[src/sv/rcct_pkg.sv]
// ----------------------------------------------------------------------------
// rcct_pkg - shared types and constants of the routing congestion cost table
// Request and result payloads, decoded job record, command and status codes.
// ----------------------------------------------------------------------------
package rcct_pkg;

  localparam int COST_W    = 32;            // Q(32-F).F cost and factor words
  localparam int OCC_W     = 10;            // stored occupancy
  localparam int CAP_W     = 8;             // stored capacity
  localparam int NODE_W    = 12;            // node index on the ports
  localparam int DELTA_W   = 8;             // signed occupancy change
  localparam int OVER_W    = OCC_W + 1;     // occupancy + 1 - capacity, up to 1024
  localparam int PROD_W    = OVER_W + COST_W;
  localparam int SUM_W     = PROD_W + 1;
  localparam int CFG_IDX_W = 1;
  localparam int JOBQ_DEPTH = 2;            // front-to-back queue
  localparam int RSPQ_DEPTH = 2;            // result queue

  localparam logic [OCC_W-1:0]  OCC_MAX   = '1;
  localparam logic [COST_W-1:0] COST_MAX  = '1;
  localparam logic [COST_W-1:0] PF_RESET  = 32'h0000_8000;
  localparam logic [COST_W-1:0] HF_RESET  = 32'h0001_0000;

  // Command codes on the request port
  typedef enum logic [1:0] {
    CMD_LOAD   = 2'd0,
    CMD_UPDATE = 2'd1,
    CMD_SWEEP  = 2'd2,
    CMD_NOP    = 2'd3
  } cmd_t;

  // Result status codes
  typedef enum logic [1:0] {
    ST_OK       = 2'd0,
    ST_OCC_ZERO = 2'd1,
    ST_OCC_SAT  = 2'd2,
    ST_COST_SAT = 2'd3
  } status_t;

  // Configuration register indexes
  typedef enum logic [CFG_IDX_W-1:0] {
    REG_PRESENT_FACTOR = 1'b0,
    REG_HISTORY_FACTOR = 1'b1
  } cfg_reg_t;

  // Job class decided by the front end
  typedef enum logic [2:0] {
    JOB_LOAD,
    JOB_UPDATE,
    JOB_SWEEP,
    JOB_PEEK,      // unused command: report the entry as stored
    JOB_NULL       // node out of range: report zeros, table untouched
  } kind_t;

  typedef struct packed {
    logic [1:0]                cmd;
    logic [NODE_W-1:0]         node_index;
    logic signed [DELTA_W-1:0] occ_delta;
    logic [CAP_W-1:0]          capacity_value;
    logic                      path_last;
  } in_req_t;

  typedef struct packed {
    logic [NODE_W-1:0] out_node;
    logic [OCC_W-1:0]  occupancy;
    logic [COST_W-1:0] present_cost;
    logic [COST_W-1:0] history_cost;
    logic [1:0]        status;
    logic              out_last;
  } out_rsp_t;

  typedef struct packed {
    kind_t                     kind;
    logic [NODE_W-1:0]         node_index;
    logic signed [DELTA_W-1:0] occ_delta;
    logic [CAP_W-1:0]          capacity_value;
    logic                      path_last;
  } job_t;

endpackage

[src/sv/rcct_fifo.sv]
// ----------------------------------------------------------------------------
// rcct_fifo - small register queue
// Flop-based first-in first-out queue with full and empty flags.
// ----------------------------------------------------------------------------
module rcct_fifo #(
  parameter int WIDTH = 8,
  parameter int DEPTH = 2
) (
  input  logic             clk,
  input  logic             rst_n,
  input  logic             push,
  input  logic [WIDTH-1:0] wdata,
  output logic             full,
  input  logic             pop,
  output logic [WIDTH-1:0] rdata,
  output logic             empty
);

  localparam int PTR_W = (DEPTH > 1) ? $clog2(DEPTH) : 1;
  localparam int CNT_W = $clog2(DEPTH + 1);

  logic [WIDTH-1:0] store_r [DEPTH];
  logic [PTR_W-1:0] wr_ptr_r, rd_ptr_r;
  logic [CNT_W-1:0] count_r;
  logic             do_push, do_pop;

  assign full    = (count_r == CNT_W'(DEPTH));
  assign empty   = (count_r == '0);
  assign do_push = push && !full;
  assign do_pop  = pop && !empty;
  assign rdata   = store_r[rd_ptr_r];

  // Pointer and fill count
  always_ff @(posedge clk) begin
    if (!rst_n) begin
      wr_ptr_r <= '0;
      rd_ptr_r <= '0;
      count_r  <= '0;
    end else begin
      if (do_push) begin
        wr_ptr_r <= (wr_ptr_r == PTR_W'(DEPTH - 1)) ? '0 : wr_ptr_r + 1'b1;
      end
      if (do_pop) begin
        rd_ptr_r <= (rd_ptr_r == PTR_W'(DEPTH - 1)) ? '0 : rd_ptr_r + 1'b1;
      end
      if (do_push && !do_pop) begin
        count_r <= count_r + 1'b1;
      end else if (do_pop && !do_push) begin
        count_r <= count_r - 1'b1;
      end
    end
  end

  // Payload storage
  always_ff @(posedge clk) begin
    if (do_push) begin
      store_r[wr_ptr_r] <= wdata;
    end
  end

endmodule

[src/sv/rcct_front.sv]
// ----------------------------------------------------------------------------
// rcct_front - request intake and classification
// Accepts requests, sorts them into job classes and queues them for the back.
// ----------------------------------------------------------------------------
module rcct_front
  import rcct_pkg::*;
#(
  parameter int NODE_COUNT = 4096
) (
  input  logic    clk,
  input  logic    rst_n,
  input  logic    in_push,
  input  in_req_t in_req,
  output logic    in_full,
  input  logic    job_pop,
  output job_t    job,
  output logic    job_empty
);

  logic [31:0] node_ext;
  logic        in_range;
  job_t        job_in;

  assign node_ext = 32'(in_req.node_index);
  assign in_range = (node_ext < 32'(NODE_COUNT));

  // Classify the request
  always_comb begin
    job_in.node_index     = in_req.node_index;
    job_in.occ_delta      = in_req.occ_delta;
    job_in.capacity_value = in_req.capacity_value;
    job_in.path_last      = in_req.path_last;
    if (!in_range) begin
      job_in.kind = JOB_NULL;
    end else begin
      unique case (in_req.cmd)
        CMD_LOAD:   job_in.kind = JOB_LOAD;
        CMD_UPDATE: job_in.kind = JOB_UPDATE;
        CMD_SWEEP:  job_in.kind = JOB_SWEEP;
        default:    job_in.kind = JOB_PEEK;
      endcase
    end
  end

  // Decoupling queue toward the back end
  rcct_fifo #(
    .WIDTH ($bits(job_t)),
    .DEPTH (JOBQ_DEPTH)
  ) u_jobq (
    .clk   (clk),
    .rst_n (rst_n),
    .push  (in_push),
    .wdata (job_in),
    .full  (in_full),
    .pop   (job_pop),
    .rdata (job),
    .empty (job_empty)
  );

endmodule

[config.mk]
export PLATFORM = sky130hd
export DESIGN_NAME = rcct_front
export DESIGN_NICKNAME = d
export VERILOG_FILES = /design/src/sv/rcct_pkg.sv /design/src/sv/rcct_fifo.sv /design/src/sv/rcct_front.sv
export SDC_FILE = /design/constraint.sdc
export NUM_CORES = 1
export LEC_CHECK = 0
export BUFFER_PORTS_ARGS = -buffer_cell sky130_fd_sc_hd__buf_2
export CAP_MARGIN = 25
export CORE_MARGIN = 3
export CORE_UTILIZATION = 45
export DETAILED_ROUTE_END_ITERATION = 10
export PLACE_DENSITY = 0.7
export SKIP_LAST_GASP = 1
export SLEW_MARGIN = 25
export SYNTH_ARGS = -nofsm -noshare
export SYNTH_HDL_FRONTEND = slang
export SYNTH_HIERARCHICAL = 1
export SYNTH_SLANG_ARGS = --single-unit
[constraint.sdc]
create_clock -name clk -period 3.15 [get_ports clk]
set_input_delay 0.1575 -clock clk [delete_from_list [all_inputs] [get_ports clk]]
set_output_delay 0.1575 -clock clk [all_outputs]
set_load 0.02 [all_outputs]
# [Word-level counts from Yosys, hierarchy flattened]
# Memory sizes are Yosys's and may differ from the RTL's. A register that Yosys moved wholly into a read port is not among the register bits.
# Cells that the tools add are included.
[word_totals] ff_bits=4 ramBits=64 inputBits=35 out_inout_bits=34 mem_count=1
[memory_table] memory="u_jobq.store_r" words=2 word_bits=32 read_ports=1 rd_ports_with_merged_regs=1 write_ports=1 line_no="rcct_fifo.sv:22" source="logic [WIDTH-1:0] store_r [DEPTH];"
[classes] add_sub_neg=4 order_cmp=1 n_eq_ne=3 mux=10 reduce_logical=11
[op_table] cell="$lt A12 B13 Y1 const B" count=1
[op_table] cell="$mux W1" count=6
[op_table] cell="$pmux W2 S3" count=1
[op_table] cell="$eq A2 B2 Y1 const B" count=2
[op_table] cell="$logic_and A1 B1 Y1" count=4
[op_table] cell="$logic_not A1 Y1" count=4
[op_table] cell="$logic_not A2 Y1" count=2
[op_table] cell="$mux W2" count=2
[op_table] cell="$mux W3" count=1
[op_table] cell="$add A1 B1 Y1 const B" count=2
[op_table] cell="$add A2 B1 Y2 const B" count=1
[op_table] cell="$eq A2 B1 Y1 const B" count=1
[op_table] cell="$reduce_bool A2 Y1" count=1
[op_table] cell="$sub A2 B1 Y2 const B" count=1

# [Logic depth before layout (Yosys ltp)]
[logic_depth] ltp_word=7 mapped_depth=7

# [Cells and area by module]
# Netlist, hierarchy kept.
[modules_own_cells] mod="rcct_fifo" instances=1 cells_each=125 area_per_inst_um2=2536.2 seq_area_each_um2=2021.9
[modules_own_cells] mod="rcct_front" instances=1 cells_each=3 area_per_inst_um2=11.3 seq_area_each_um2=0.0

# [Least setup slack after synthesis]
# No wires, ideal clock.
[synth_path] kind="register to register" from="register u_jobq.count_r[0]" to="memory u_jobq/store_r[0][0] in the netlist's numbering, enable pin" setup_ns=0.417 t_arrival_ns=1.919 t_required_ns=2.733 setup_slack_ns=0.813 path_stages_with_launch=4 n_path_buf=0 synth_period_minus_slack_ns=2.337 cell_sequence="dfxtp_1 nand2b_1 inv_2 nor3_2"
[synth_via] elab_chain_len=5
[synth_lines] item="start, declared" line_no="rcct_fifo.sv:24" source="logic [CNT_W-1:0] count_r;"
[synth_lines] item="start signal, assigned" line_no="rcct_fifo.sv:47" source="count_r <= count_r + 1'b1;"
[synth_lines] item="start signal, assigned" line_no="rcct_fifo.sv:49" source="count_r <= count_r - 1'b1;"
[synth_lines] item="$eq A2 B2 Y1" line_no="rcct_fifo.sv:27" source="assign full = (count_r == CNT_W'(DEPTH));"
[synth_lines] item="named net in_full" line_no="rcct_front.sv:14" source="output logic in_full,"
[synth_lines] item="$logic_not A1 Y1" line_no="rcct_fifo.sv:29" source="assign do_push = push && !full;"
[synth_lines] item="$logic_and A1 B1 Y1" line_no="rcct_fifo.sv:29"
[synth_lines] item="$mux W1" line_no="rcct_fifo.sv:56" source="if (do_push) begin"
[synth_lines] item="$mux W1 (implied by the code)" line_no="rcct_fifo.sv:57" source="store_r[wr_ptr_r] <= wdata;"
[synth_lines] item="end, declared" line_no="rcct_fifo.sv:22"
# The timed path passes the listed nets, and every way through them passes these cells.

==> reports/results.txt <==
The data arrival at the endpoint of the critical path is 1.78 ns, and the Yosys warning count is 6. The pre-antenna-repair detailed-routing pass consisted of 4 iterations. Across all layers, the routed design uses 1328 vias. The most common library cell in the layout ignoring fill and taps was buf_2. The run gives 26 as the number of rows created at floorplan. The post-synthesis share of cell area spent on xor and xnor gates is 0.0103.

The number of diodes added for antenna fixing is 0, and the post-detailed-route wirelength per cell is 15.3 um. The number of global-route vias before repair was 1363; the effective utilization at floorplan was 0.480. Power comes to 2.53 mW. Port buffering added 68 buffers. The number of buffers created by CTS was 9; the initial antenna violation count was 0. For the area used by sequential logic in the layout, the log shows 2020 um2. The adder-cell share of the synthesized area was 0.00491. By area, the combinational part of the netlist is dominated by multiplexers.

The logs give 0 ns for the final-layout setup total negative slack and 0 for the global route total overflow. The tools report the number of DRC markers after the initial detailed-route iteration as 52. Mean post-synth cell area: 19.9 um2.

The total routing resource utilization after global routing is 0.136, and the vertical extent of the die is 81.2 um. The post-synthesis compound-gate area fraction was 0.0128. The worst hold path belongs to the class input pin to flip-flop. Along the worst path, the maximum fanout reaches 25. The run gives 4.28 mm as the sum of routed wire length over all layers. The fraction of the mapped netlist area in simple logic gates was 0.0216. STA classifies the critical path endpoint as a primary output.

The critical path class is flip-flop to primary output. The net count of the finished layout is 242. The portion of the clock cycle consumed by the worst path in the final layout was 0.616. The library cells used most frequently in the layout, excluding fill and tap cells, are buf_2 (68), edfxtp_1 (64), mux2_2 (27), clkbuf_8 (9). In the routed layout, each cell is associated on average with a via count of 4.74.

After floorplanning, the core was sized to cover 5300 um2. Based on the critical path, the design can be clocked at up to 515 MHz. The run finished with clean final reports. The cell area after layout is 3150 um2, and the multiplexer fraction of the synthesized cell area is 0.141. The die covers 6600 um2. Synthesis produced 128 cells. For the worst-skew pair, the clock arrives at the later sink with an insertion delay of 0.32 ns. Setup violations remaining at the end of the flow were counted as 0. The synthesized netlist contains 23 unique library cells. Power spread over the standard cell area amounts to 803 nW/um2. Clock-pin slew was measured on the worst setup and hold paths at 0.07 ns.

For the final hold violation count, the log shows 0. The logs give 0.593 for the utilization of the core after routing and 0.00927 ns for the worst clock skew on the final layout. Max-cap violations in this run came to 0. The first global-routing pass estimated 6.39 mm of wire.

The root buffer cell is clkbuf_8. The post-layout minimum cycle time was 1.94 ns. The cell area that synthesis handed to floorplanning was 2550 um2.

The run gives 34 as the pin count of the biggest net entering global routing. The count of nets left with antenna violations once routing finished came out at 0. The clock passes through at most 2 buffers.

The H-tree was split into 3 levels. The top-level I/O count is 69, and the quantity of gates resized following cts is 0. The tools report the sequential-to-total area share from yosys stat as 0.794. The number of synthesized register bits was 69. Setup repair after global routing left no endpoint under its margin.

The largest voltage drop on the vdd net came out at 0.426 mV. For this run, design rule violations remaining after detail routing come to 0. The logs give 69 for the clock sink count and 437 for the number of fill cells. In the final layout, the multi-input gates occupy 500 um2. The startpoint kind of the worst setup timing path was a flip-flop.

The proportion of layout cells with a drive suffix above 1 was 0.538. The count of final max-slew check failures was 0; the relative area change from synthesis to final layout was 23.5%. The HPWL after detailed placement came out at 2.96 mm. TritonCTS built the clock tree. The final weighted congestion of routability-driven global placement is 0.697. The floorplan step set the die width to 81.2 um. In this run the cell area measured after placement is 2980 um2.

Post-place setup slack: 1.51 ns. For the worst setup path, the data required time is 2.99 ns. Once routing completed, OpenROAD measured the worst setup slack at 1.21 ns. The leakage power of the design is 1.19 nW.
[layout make-up]
| cell class | instances | area share |
|---|---|---|
| clock inverters | 5 | 0.00915 |
| well taps | 70 | 0.0278 |
| flip-flops and latches | 69 | 0.643 |
| inverters | 2 | 0.00239 |
| multi-input cells | 52 | 0.159 |
| repair buffers | 72 | 0.118 |
| clock buffers | 10 | 0.0406 |
[stage by stage]
step,hold WS [ns],std cells
3_3_place_gp,0.346,264
6_report,0.0172,280
5_1_grt,0.00180,280
4_1_cts,0.000938,280
3_5_place_dp,0.348,264
2_1_floorplan,0.256,129
[cells by family (layout without fill, tap and decap cells)]
group                      Yosys count  after routing
and+or+nand+nor                      9              9
xor gates and xnor gates             3              3
buffers and inverters                8             89
DFF                                 69             69
muxes                               32             32
other                                1              2
adders and majority gates            1              1
AOI/OAI and AO/OA                    5              5
[cells in the mapped netlist, drive strengths merged]
cell type	number	share of area
o21a	1	0.0029
and2	3	0.0074
inv	2	0.0029
nand2b	1	0.0025
o21ai	2	0.0039
ha	1	0.0049
buf	4	0.0079
or3	1	0.0025
nor2	2	0.0029
clkbuf	2	0.0029
a21boi	2	0.0059
xnor2	2	0.0069
dfxtp	5	0.039
xor2	1	0.0034
conb	1	0.0015
edfxtp	64	0.75
mux2	32	0.14
nor3	1	0.0039
and3	1	0.0025
[critical path, stage by stage, from the launching register on]
cell	delay, ns
dfxtp_1	0.52
buf_4	0.38
mux2_2	0.39
buf_2	0.16
[power by group]
part,internal (mW),switching (mW),total (mW)
sequential,1.15,0.0551,1.21
combinational,0.306,0.439,0.745
clock,0.276,0.296,0.571
total,1.74,0.789,2.53
[timing repair]
item,in CTS,in global routing
setup endpoints to repair,0,0
buffers inserted,0,0
hold buffers,1,0
hold endpoints to repair,2,0
[state kept, by name, summed over array words and instances (netlist names), named ones only]
| name | count |
|---|---|
| u_jobq/store_r | 64 |
| u_jobq/wr_ptr_r | 1 |
| u_jobq/count_r | 2 |
| u_jobq/rd_ptr_r | 1 |
[layer usage]
| layer | vias to the layer above | track usage | routed length (um) | share of wire |
|---|---|---|---|---|
| met5 | - | 0 | 0 | 0 |
| met4 | 0 | 0.0709 | 72 | 0.017 |
| met3 | 8 | 0.0455 | 271 | 0.063 |
| met2 | 43 | 0.230 | 2210 | 0.52 |
| met1 | 636 | 0.151 | 1730 | 0.40 |
| li1 | 641 | - | - | - |
[path summary, 6_finish.rpt]
path / startpoint / end / slack, ns / depth (start not counted)
worst max-delay path: flip-flop / job[6] / 1.21 / 3
worst min-delay path: in_req[9] / u_jobq/store_r[1][9] / 0.02 / 1
worst max register to register: u_jobq/count_r[0] / u_jobq/count_r[1] / 1.48 / 6
worst min register to register: u_jobq/count_r[1] / u_jobq/count_r[1] / 0.56 / 2
Note: power is estimated with default switching activity, not from simulation.
