**config.mk**
```make
export PLATFORM = sky130hd
export DESIGN_NAME = rcct_fifo
export DESIGN_NICKNAME = d
export VERILOG_FILES = /design/src/sv/rcct_fifo.sv
export SDC_FILE = /design/constraint.sdc
export NUM_CORES = 1
export LEC_CHECK = 0
export BUFFER_PORTS_ARGS = -buffer_cell sky130_fd_sc_hd__buf_2
export CORE_MARGIN = 8
export CORE_UTILIZATION = 55
export CTS_BUF_LIST = sky130_fd_sc_hd__clkbuf_4 sky130_fd_sc_hd__clkbuf_8
export CTS_CLUSTER_SIZE = 40
export DETAILED_ROUTE_END_ITERATION = 8
export PLACE_DENSITY = 0.83
export RECOVER_POWER = 25
export SYNTH_ARGS = -nofsm -noshare
export SYNTH_HDL_FRONTEND = slang
export SYNTH_SLANG_ARGS = --single-unit
```
**constraint.sdc**
```tcl
create_clock -name clk -period 3.7 [get_ports clk]
set_clock_uncertainty 0.2 [all_clocks]
set_input_delay 0.185 -clock clk [delete_from_list [all_inputs] [get_ports clk]]
set_output_delay 0.185 -clock clk [all_outputs]
set_load 0.02 [all_outputs]
```
**src/sv/rcct_fifo.sv**
```systemverilog
// ----------------------------------------------------------------------------
// rcct_fifo - small register queue
// Flop-based first-in first-out queue with full and empty flags.
// ----------------------------------------------------------------------------
module rcct_fifo #(
  parameter int WIDTH = 8,
  parameter int DEPTH = 2
) (
  input  logic             clk,
  input  logic             rst_n,
  input  logic             push,
  input  logic [WIDTH-1:0] wdata,
  output logic             full,
  input  logic             pop,
  output logic [WIDTH-1:0] rdata,
  output logic             empty
);

  localparam int PTR_W = (DEPTH > 1) ? $clog2(DEPTH) : 1;
  localparam int CNT_W = $clog2(DEPTH + 1);

  logic [WIDTH-1:0] store_r [DEPTH];
  logic [PTR_W-1:0] wr_ptr_r, rd_ptr_r;
  logic [CNT_W-1:0] count_r;
  logic             do_push, do_pop;

  assign full    = (count_r == CNT_W'(DEPTH));
  assign empty   = (count_r == '0);
  assign do_push = push && !full;
  assign do_pop  = pop && !empty;
  assign rdata   = store_r[rd_ptr_r];

  // Pointer and fill count
  always_ff @(posedge clk) begin
    if (!rst_n) begin
      wr_ptr_r <= '0;
      rd_ptr_r <= '0;
      count_r  <= '0;
    end else begin
      if (do_push) begin
        wr_ptr_r <= (wr_ptr_r == PTR_W'(DEPTH - 1)) ? '0 : wr_ptr_r + 1'b1;
      end
      if (do_pop) begin
        rd_ptr_r <= (rd_ptr_r == PTR_W'(DEPTH - 1)) ? '0 : rd_ptr_r + 1'b1;
      end
      if (do_push && !do_pop) begin
        count_r <= count_r + 1'b1;
      end else if (do_pop && !do_push) begin
        count_r <= count_r - 1'b1;
      end
    end
  end

  // Payload storage
  always_ff @(posedge clk) begin
    if (do_push) begin
      store_r[wr_ptr_r] <= wdata;
    end
  end

endmodule

```
Word level (Yosys, flattened, before mapping) --
Memory sizes are Yosys's and may differ from the RTL's. A register that Yosys moved wholly into a read port is not among the register bits. Index checks and enable logic that the tools add are counted.
Cells by class: reductions and logical operators 10, mux-type cells 8, add/sub/neg operators 4, eq/ne operators 1
Operators with widths (count):
- 1-bit two-way mux | 6
- 1-bit logical AND | 4
- 1-bit logical NOT | 4
- 2-bit two-way mux | 2
- 1-bit adder (second input constant) | 2
- 2-bit by 1-bit adder with 2-bit output (second input constant) | 1
- 2-bit == test (second input constant) | 1
- 2-bit logical NOT | 1
- 2-bit nonzero test | 1
- 2-bit by 1-bit subtractor with 2-bit output (second input constant) | 1
Word-level totals: bits of input ports 12, output and inout bits 10, memory bits (writable) 16, memories kept 1, register bits after elaboration 4, logic and storage cells 27
Memories:
- store_r | depth 2, bits a word 8, rd ports 1, clocked after memory_dff 1, write ports 1, line 22 | logic [WIDTH-1:0] store_r [DEPTH];

Logic depth before layout (Yosys ltp) --
Gate-level depths: netlist of the first run.
depth after elaboration 7, gate-level depth with buffers 7, mapped depth without buffers 7

Worst setup path after synthesis of the first run --
OpenSTA, ideal clock, no wires.
kind reg-to-reg, from register count_r[0], to register count_r[1], setup time 70 ps, setup slack 1986 ps, stages on the path, launching flop included 7, clock period less this slack 1714 ps, required time 3430 ps, arrival time 1444 ps, buffers on the path 0, path through dfxtp_1 -> nand2b_1 -> inv_2 -> nor2_1 -> ha_1 -> or3_1 -> a21boi_1
On the way: longest elaborated chain between the ends 6, elaborated cells between the ends (all ways) 15, those cells by class add/sub: 2; eq/ne: 1; mux: 2; reduce/logical: 10
RTL lines:
- start, declared | line 24 | logic [CNT_W-1:0] count_r;
- start signal, assigned | line 47 | count_r <= count_r + 1'b1;
- start signal, assigned | line 49 | count_r <= count_r - 1'b1;
- 2-bit == test (*) | line 27 | assign full = (count_r == CNT_W'(DEPTH));
- via full | line 13 | output logic full,
- 1-bit logical NOT (*) | line 29 | assign do_push = push && !full;
- 1-bit logical AND (*) | line 29
- 1-bit logical NOT | line 48 | end else if (do_pop && !do_push) begin
- 1-bit logical AND | line 48
- 2-bit nonzero test (no line)
Mark *: on every way through the listed nets, which the timed path passes. The rest lies on a longest branch. The select of a mux whose other input is x is not followed. A chain may end at the register's enable or synchronous reset.

Final worst setup path of the first run --
from register count_r[0], to register count_r[1]
On the way: longest elaborated chain between the ends 6, elaborated cells between the ends (all ways) 15, those cells by class add/sub: 2; eq/ne: 1; mux: 2; reduce/logical: 10
RTL lines (line):
- 2-bit == test / 2-bit logical NOT (equally long branches) | 27, 28
- 1-bit logical NOT (on tied branches) | 29, 30
- 1-bit logical AND (on tied branches) | 29, 30
- 1-bit logical NOT (on tied branches) | 48, 46
- 1-bit logical AND (on tied branches) | 48, 46
- 2-bit nonzero test (no line) / 2-bit two-way mux (equally long branches)
Several ways; a longest one is shown, not always the timed one. The select of a mux whose other input is x is not followed.

==> run metrics, run 1 <==
number of DRC markers in iteration 0=4; area of the core=1436 µm²; clock sink total=21; antenna violations before repair=0; all-layer global routing usage=11.07%; via-per-instance ratio=4.909; netlist area before placement=809.5 µm²; total count of hold-check failures in the final report=0; number of levels in the clock H-tree=1; highest-count cells in the layout ignoring fill and taps=17 x sky130_fd_sc_hd__buf_2, 16 x sky130_fd_sc_hd__edfxtp_1, 9 x sky130_fd_sc_hd__dlygate4sd3_1; starting density of the core=56.36%; via count of the first global-routing pass=554; net count reported at finish=97; multi-input combinational cell area=216.5 µm²; Placement Rows=14; vias=486; element type at the critical path end=register; Cells after Synth=50; synthesis warning total=0; CTS max path bufs=2; startpoint types=register; final count of negative-setup-slack endpoints=0; most common cell after layout, fill and taps aside=sky130_fd_sc_hd__buf_2; Mean Syn Cell Area=16.19 µm²; fraction of layout cells with a size suffix above 1=37.35%; post-CTS setup buffer count=0; Worst Path Arrival=1.82 ns; global-route wire length before repair=2297 µm; number of buffers added by the clock tree synthesis step=3; maximum vdd ir drop=0.3757 mV; outcome=completed; met1 track demand over resource=11.86%; Remaining Overflow, GRT=0; first-pass iteration count of the detailed router=4; die area=2956 µm²; power per cell area=648.7 nW/µm²; post-detailed-route DRC marker count=0; IO buf count=21; setup repair after global routing missed its margin=false; worst-path fanout max=5; Register Area=580.6 µm²; GRT busiest layer=met2; antenna diode count=0; clock-pin transition on the worst setup and hold timing paths=0.11 ns; critical setup path kind=reg -> reg; WP data required=3.74 ns; max-cap check violation count=0; post-layout minimum cycle time=1.781 ns; Routed WL=1406 µm; net count after synthesis=63; pins over their slew limit=0; met2 routing resource usage after global routing=17.94%; clock tree from TritonCTS=yes; final core utilization=72.56%; Placer Congestion=0.6900; number of top-level design ports=22; filler cell count=112; number of distinct library cell variants in the gate-level netlist after synthesis=20; cell chain of the critical path=nand2b_1 > inv_2 > nor2_1 > ha_1 > or3_1 > a21boi_1; met3 track demand over resource in global routing=3.261%; worst skew pair latency=0.30 ns; largest net degree at the start of global routing=13; sequential element share of the synthesized area=71.72%; pin slew with the least headroom to its limit=0.7098 ns; Final period util=48.13%; Max Clock Freq=0.5615 GHz; post-route antenna net violation count=0; critical-path cell with the highest stage delay=sky130_fd_sc_hd__dfxtp_1; aggregate negative setup slack=0 ns; Critical Path Max Stage Delay=0.43 ns; synthesis-to-finish area growth=28.75%; Clock Root Buffer=sky130_fd_sc_hd__clkbuf_4; height of the chip=54.37 µm; Slew headroom=52.42%; Worst Hold Class=in -> reg; average detailed-routed wire length per instance=14.20 µm; cell leakage power=0.4083 nW; flops & latches, synth=21; Die W=54.37 µm
==> what timing repair did <==
action                                 in CTS  in global routing
gates resized for setup                     0                  0
hold buffers                                9                  0
endpoints found under the hold margin      21                  0
==> Yosys cell counts, drive strengths merged <==
cell / instances / area [µm²]
a21boi: 2 / 15.02
and2: 3 / 18.77
and3: 1 / 6.260
buf: 1 / 5.000
dfxtp: 5 / 100.1
edfxtp: 16 / 480.5
ha: 1 / 12.51
inv: 2 / 7.500
mux2: 8 / 90.09
nand2b: 1 / 6.260
nor2: 2 / 7.510
nor3: 1 / 10.01
o21a: 1 / 7.510
o21ai: 2 / 10.00
or3: 1 / 6.260
xnor2: 2 / 17.52
xor2: 1 / 8.760
==> critical path, delay by kind of cell (launching register included) <==
| kind | cells | cell delay, ns |
|---|---|---|
| AO/OA/AOI/OAI | 1 | 0.15 |
| AND/OR/NAND/NOR | 3 | 0.62 |
| adder cells (fa/ha/maj) | 1 | 0.26 |
| flip-flops | 1 | 0.43 |
| buffers and inverters | 1 | 0.06 |
==> path summary, 6_finish.rpt <==
path                   start    endpoint  slack, ns  cells past startpoint
setup / recovery  count_r[0]  count_r[1]       1.92                      6
hold / removal          push    wr_ptr_r       0.04                      3
setup reg to reg  count_r[0]  count_r[1]       1.92                      6
hold reg to reg   count_r[1]  count_r[1]       0.35                      2
==> layout make-up <==
| cell class | instances | share of cell area, % |
|---|---|---|
| clock inverter | 1 | 0.4802 |
| clock buffer | 3 | 2.161 |
| timing repair buffer | 30 | 18.25 |
| inverter | 2 | 0.7203 |
| multi-input combinational | 26 | 20.77 |
| sequential | 21 | 55.70 |
| tap | 16 | 1.921 |
==> power by group <==
part | internal (W) | leakage, nW | switching, W
logic | 0.000108 | 0.200 | 0.000128
clock network | 0.0000404 | 0.0177 | 0.0000662
registers | 0.000301 | 0.191 | 0.0000316
total | 0.000450 | 0.408 | 0.000226
==> logic make-up (layout without fill, tap and decap cells) <==
family          after synthesis  in the layout  synth area share, %
flops                        21             21                71.72
fa+ha+maj                     1              1                1.545
xor+xnor                      3              3                3.246
buf+inv                       3             36                1.544
simple gates                  9              9                6.803
compound gates                5              5                4.018
mux                           8              8                11.13
==> metal layers <==
metal	wire (µm)	vias to the layer above
li1	-	248
met2	704	17
met4	60	0
met1	535	214
met5	0	-
met3	106	7
==> state kept, by name, indices dropped and copies added, names as in the netlist, named ones only <==
register  count
store_r      16
count_r       2
rd_ptr_r      1
wr_ptr_r      1
==> stage by stage <==
step | cells | total power (W) | instance area [µm²] | hold slack [ns] | worst slack [ns]
after floorplan | 50 | 0.0005021 | 809.5 | 0.08387 | 1.986
after global placement | 86 | 0.0005610 | 929.6 | 0.1741 | 1.983
after detailed placement | 86 | 0.0005711 | 929.6 | 0.1778 | 1.919
after CTS | 99 | 0.0006815 | 1047 | 0.03661 | 1.908
after global routing | 99 | 0.0007173 | 1042 | 0.06067 | 1.819
final | 99 | 0.0006761 | 1042 | 0.03661 | 1.919
Note: power is estimated with default switching activity, not from simulation.
==> inputs of run 2 (changes only) <==
--- a/config.mk
+++ b/config.mk
@@ -7,11 +7,11 @@
 export LEC_CHECK = 0
 export BUFFER_PORTS_ARGS = -buffer_cell sky130_fd_sc_hd__buf_2
 export CORE_MARGIN = 8
-export CORE_UTILIZATION = 55
+export CORE_UTILIZATION = 47
 export CTS_BUF_LIST = sky130_fd_sc_hd__clkbuf_4 sky130_fd_sc_hd__clkbuf_8
 export CTS_CLUSTER_SIZE = 40
 export DETAILED_ROUTE_END_ITERATION = 8
-export PLACE_DENSITY = 0.83
+export PLACE_DENSITY = 0.76
 export RECOVER_POWER = 25
 export SYNTH_ARGS = -nofsm -noshare
 export SYNTH_HDL_FRONTEND = slang
==> constraint.sdc (replaced) <==
create_clock -name clk -period 1.48 [get_ports clk]
set_clock_uncertainty 0.2 [all_clocks]
set_input_delay 0.074 -clock clk [delete_from_list [all_inputs] [get_ports clk]]
set_output_delay 0.074 -clock clk [all_outputs]
set_load 0.02 [all_outputs]
==> run 2 against run 1 <==
Against the previous run: hold slack improved by 0.036 ns; sequential power grew to 2.6 times the previous value; cell count is 11% higher; register-to-register slack lost 2.0 ns; non-clock buffer count rose by 10; largest cell class unchanged; the flow now finishes with violations (setup timing); critical path type unchanged; largest power group is now combinational logic.
==> run metrics, run 2 (synthesis gave the netlist of run 1 again) <==
largest net degree at the start of global routing=12; met3 routed WL=73 µm; total count of hold-check failures in the final report=0; height of the chip=57.50 µm; via-per-instance ratio=5.000; reg2reg setup slack=-0.11 ns; number of top-level design ports=22; violations in the final reports=setup timing; clock-pin transition on the worst setup and hold timing paths=0.11 ns; Routed WL=1695 µm; largest register by flop count=store_r; cell area after layout=1266 µm²; Clock Root Buffer=sky130_fd_sc_hd__clkbuf_4; setup repair after global routing missed its margin=true; Largest register FFs=16; post-route antenna net violation count=0; maximum vdd ir drop=1.291 mV; antenna violations before repair=0; max-cap check violation count=0; endpoint of the worst register-to-register path=count_r[1]; Final period util=107.5%; top routing layer used=met4; first-pass iteration count of the detailed router=4; number of DRC markers in iteration 0=6; starting density of the core=48.46%; WP data required=1.51 ns; vias=550; pins over their slew limit=0; cell chain of the critical path=nand2b_4 > inv_6 > nor2_4 > ha_4 > xor2_1 > or3_1 > a21boi_1; critical-path cell with the highest stage delay=sky130_fd_sc_hd__dfxtp_2; fraction of layout cells with a size suffix above 1=53.76%; IO buf count=21; Worst Path Arrival=1.63 ns; crit path buf inv count=1; die area=3306 µm²; critical setup path kind=reg -> reg; Top Registers=store_r: 16 flops, count_r: 2 flops; depth of the worst hold-timing path=5; worst-path fanout max=3; routed wire length on met2=916 µm; power per cell area=1666 nW/µm²; all-layer global routing usage=11.25%; final count of negative-setup-slack endpoints=14; Worst Setup SP=count_r[0]; startpoint types=register; crit path setup slack, layout=-0.1104 ns; most common cell after layout, fill and taps aside=sky130_fd_sc_hd__edfxtp_1; Placement Rows=15; Placer Congestion=0.6644; net count reported at finish=107; beginning of the worst hold path=pop; post-layout minimum cycle time=1.590 ns; WHS Endpoint=count_r[1]; post-detailed-route DRC marker count=0; number of levels in the clock H-tree=1; worst hold slack=0.07256 ns; instance area at placement=1015 µm²; global-route wire length before repair=2766 µm; wire length on met1=694 µm; outcome=finished with violations; antenna diode count=0; highest-count cells in the layout ignoring fill and taps=16 x sky130_fd_sc_hd__edfxtp_1, 12 x sky130_fd_sc_hd__buf_2, 10 x sky130_fd_sc_hd__dlygate4sd3_1; clock sink total=21; origin of the critical flop-to-flop path=count_r[0]; HPWL after DPL=1116 µm; via count of the first global-routing pass=600; cell leakage power=0.5211 nW; Slew headroom=86.12%; Worst Hold Class=in -> reg; Remaining Overflow, GRT=0; aggregate negative setup slack=-0.2417 ns; clock tree from TritonCTS=yes; worst skew pair latency=0.30 ns; element type at the critical path end=register; Die W=57.50 µm; number of buffers added by the clock tree synthesis step=3; area of the core=1670 µm²; Max Clock Freq=0.6288 GHz; cell family with the largest share of critical-path delay=simple AND/OR/NAND/NOR gates; CTS max path bufs=2; pin slew with the least headroom to its limit=0.2071 ns; depth of the worst register-to-register path=7; synthesis-to-finish area growth=56.41%; average detailed-routed wire length per instance=15.41 µm; Critical Path Max Stage Delay=0.35 ns
-- run 2: what timing repair did --
item / in CTS / in global routing
setup endpoints to repair: 18 / 18
gates resized for setup: 30 / 1
pin swaps: 5 / 2
setup buffers: 2 / 0
hold buffers: 10 / 0
endpoints found under the hold margin: 21 / 0
-- run 2: power breakdown --
| part | leakage (nW) | switching (W) | internal, W |
|---|---|---|---|
| clock | 0.0184 | 0.000163 | 0.000123 |
| combinational | 0.311 | 0.000408 | 0.000549 |
| sequential | 0.192 | 0.000103 | 0.000765 |
-- run 2: layout make-up --
cell class	instances	area, µm²
Tap cell	17	21.27
Timing Repair Buffer	40	337.8
Sequential cell	21	586.8
Fill cell	112	404.1
Inverter	2	12.51
Multi-Input combinational cell	26	277.8
Clock buffer	4	30.03
-- run 2: metrics by stage --
step,instances,power [W],setup WS (ns),utilization [%]
after floorplan,50,0.001297,-0.1293,-
after global placement,94,0.001544,-0.1004,60.75
after detailed placement,94,0.001577,-0.1853,60.75
after CTS,110,0.002119,-0.1311,75.66
after global routing,110,0.002219,-0.1730,75.81
final,110,0.002110,-0.1104,75.81
-- run 2: worst register-to-register path, stage by stage, from the launching register on --
cell and delay (ns):
sky130_fd_sc_hd__dfxtp_2 0.35, sky130_fd_sc_hd__nand2b_4 0.16, sky130_fd_sc_hd__inv_6 0.06, sky130_fd_sc_hd__nor2_4 0.03, sky130_fd_sc_hd__ha_4 0.15, sky130_fd_sc_hd__xor2_1 0.15
sky130_fd_sc_hd__or3_1 0.32, sky130_fd_sc_hd__a21boi_1 0.12
-- run 2: metal layers --
layer	vias up	global-route usage, %
met1	264	11.13
met4	0	7.500
li1	271	-
met5	-	0
met3	2	4.036
met2	13	19.29
-- run 2: how the worst max path moves through the flow --
| stage | cells after the start | slack, ns | end |
|---|---|---|---|
| 4_1_cts | 6 | -0.13 | count_r[1] |
| 3_3_place_gp | 7 | -0.10 | count_r[1] |
| 2_1_floorplan | 7 | -0.13 | count_r[1] |
| 6_report | 7 | -0.11 | count_r[1] |
| 3_5_place_dp | 7 | -0.19 | count_r[1] |
| 5_1_grt | 7 | -0.17 | count_r[1] |
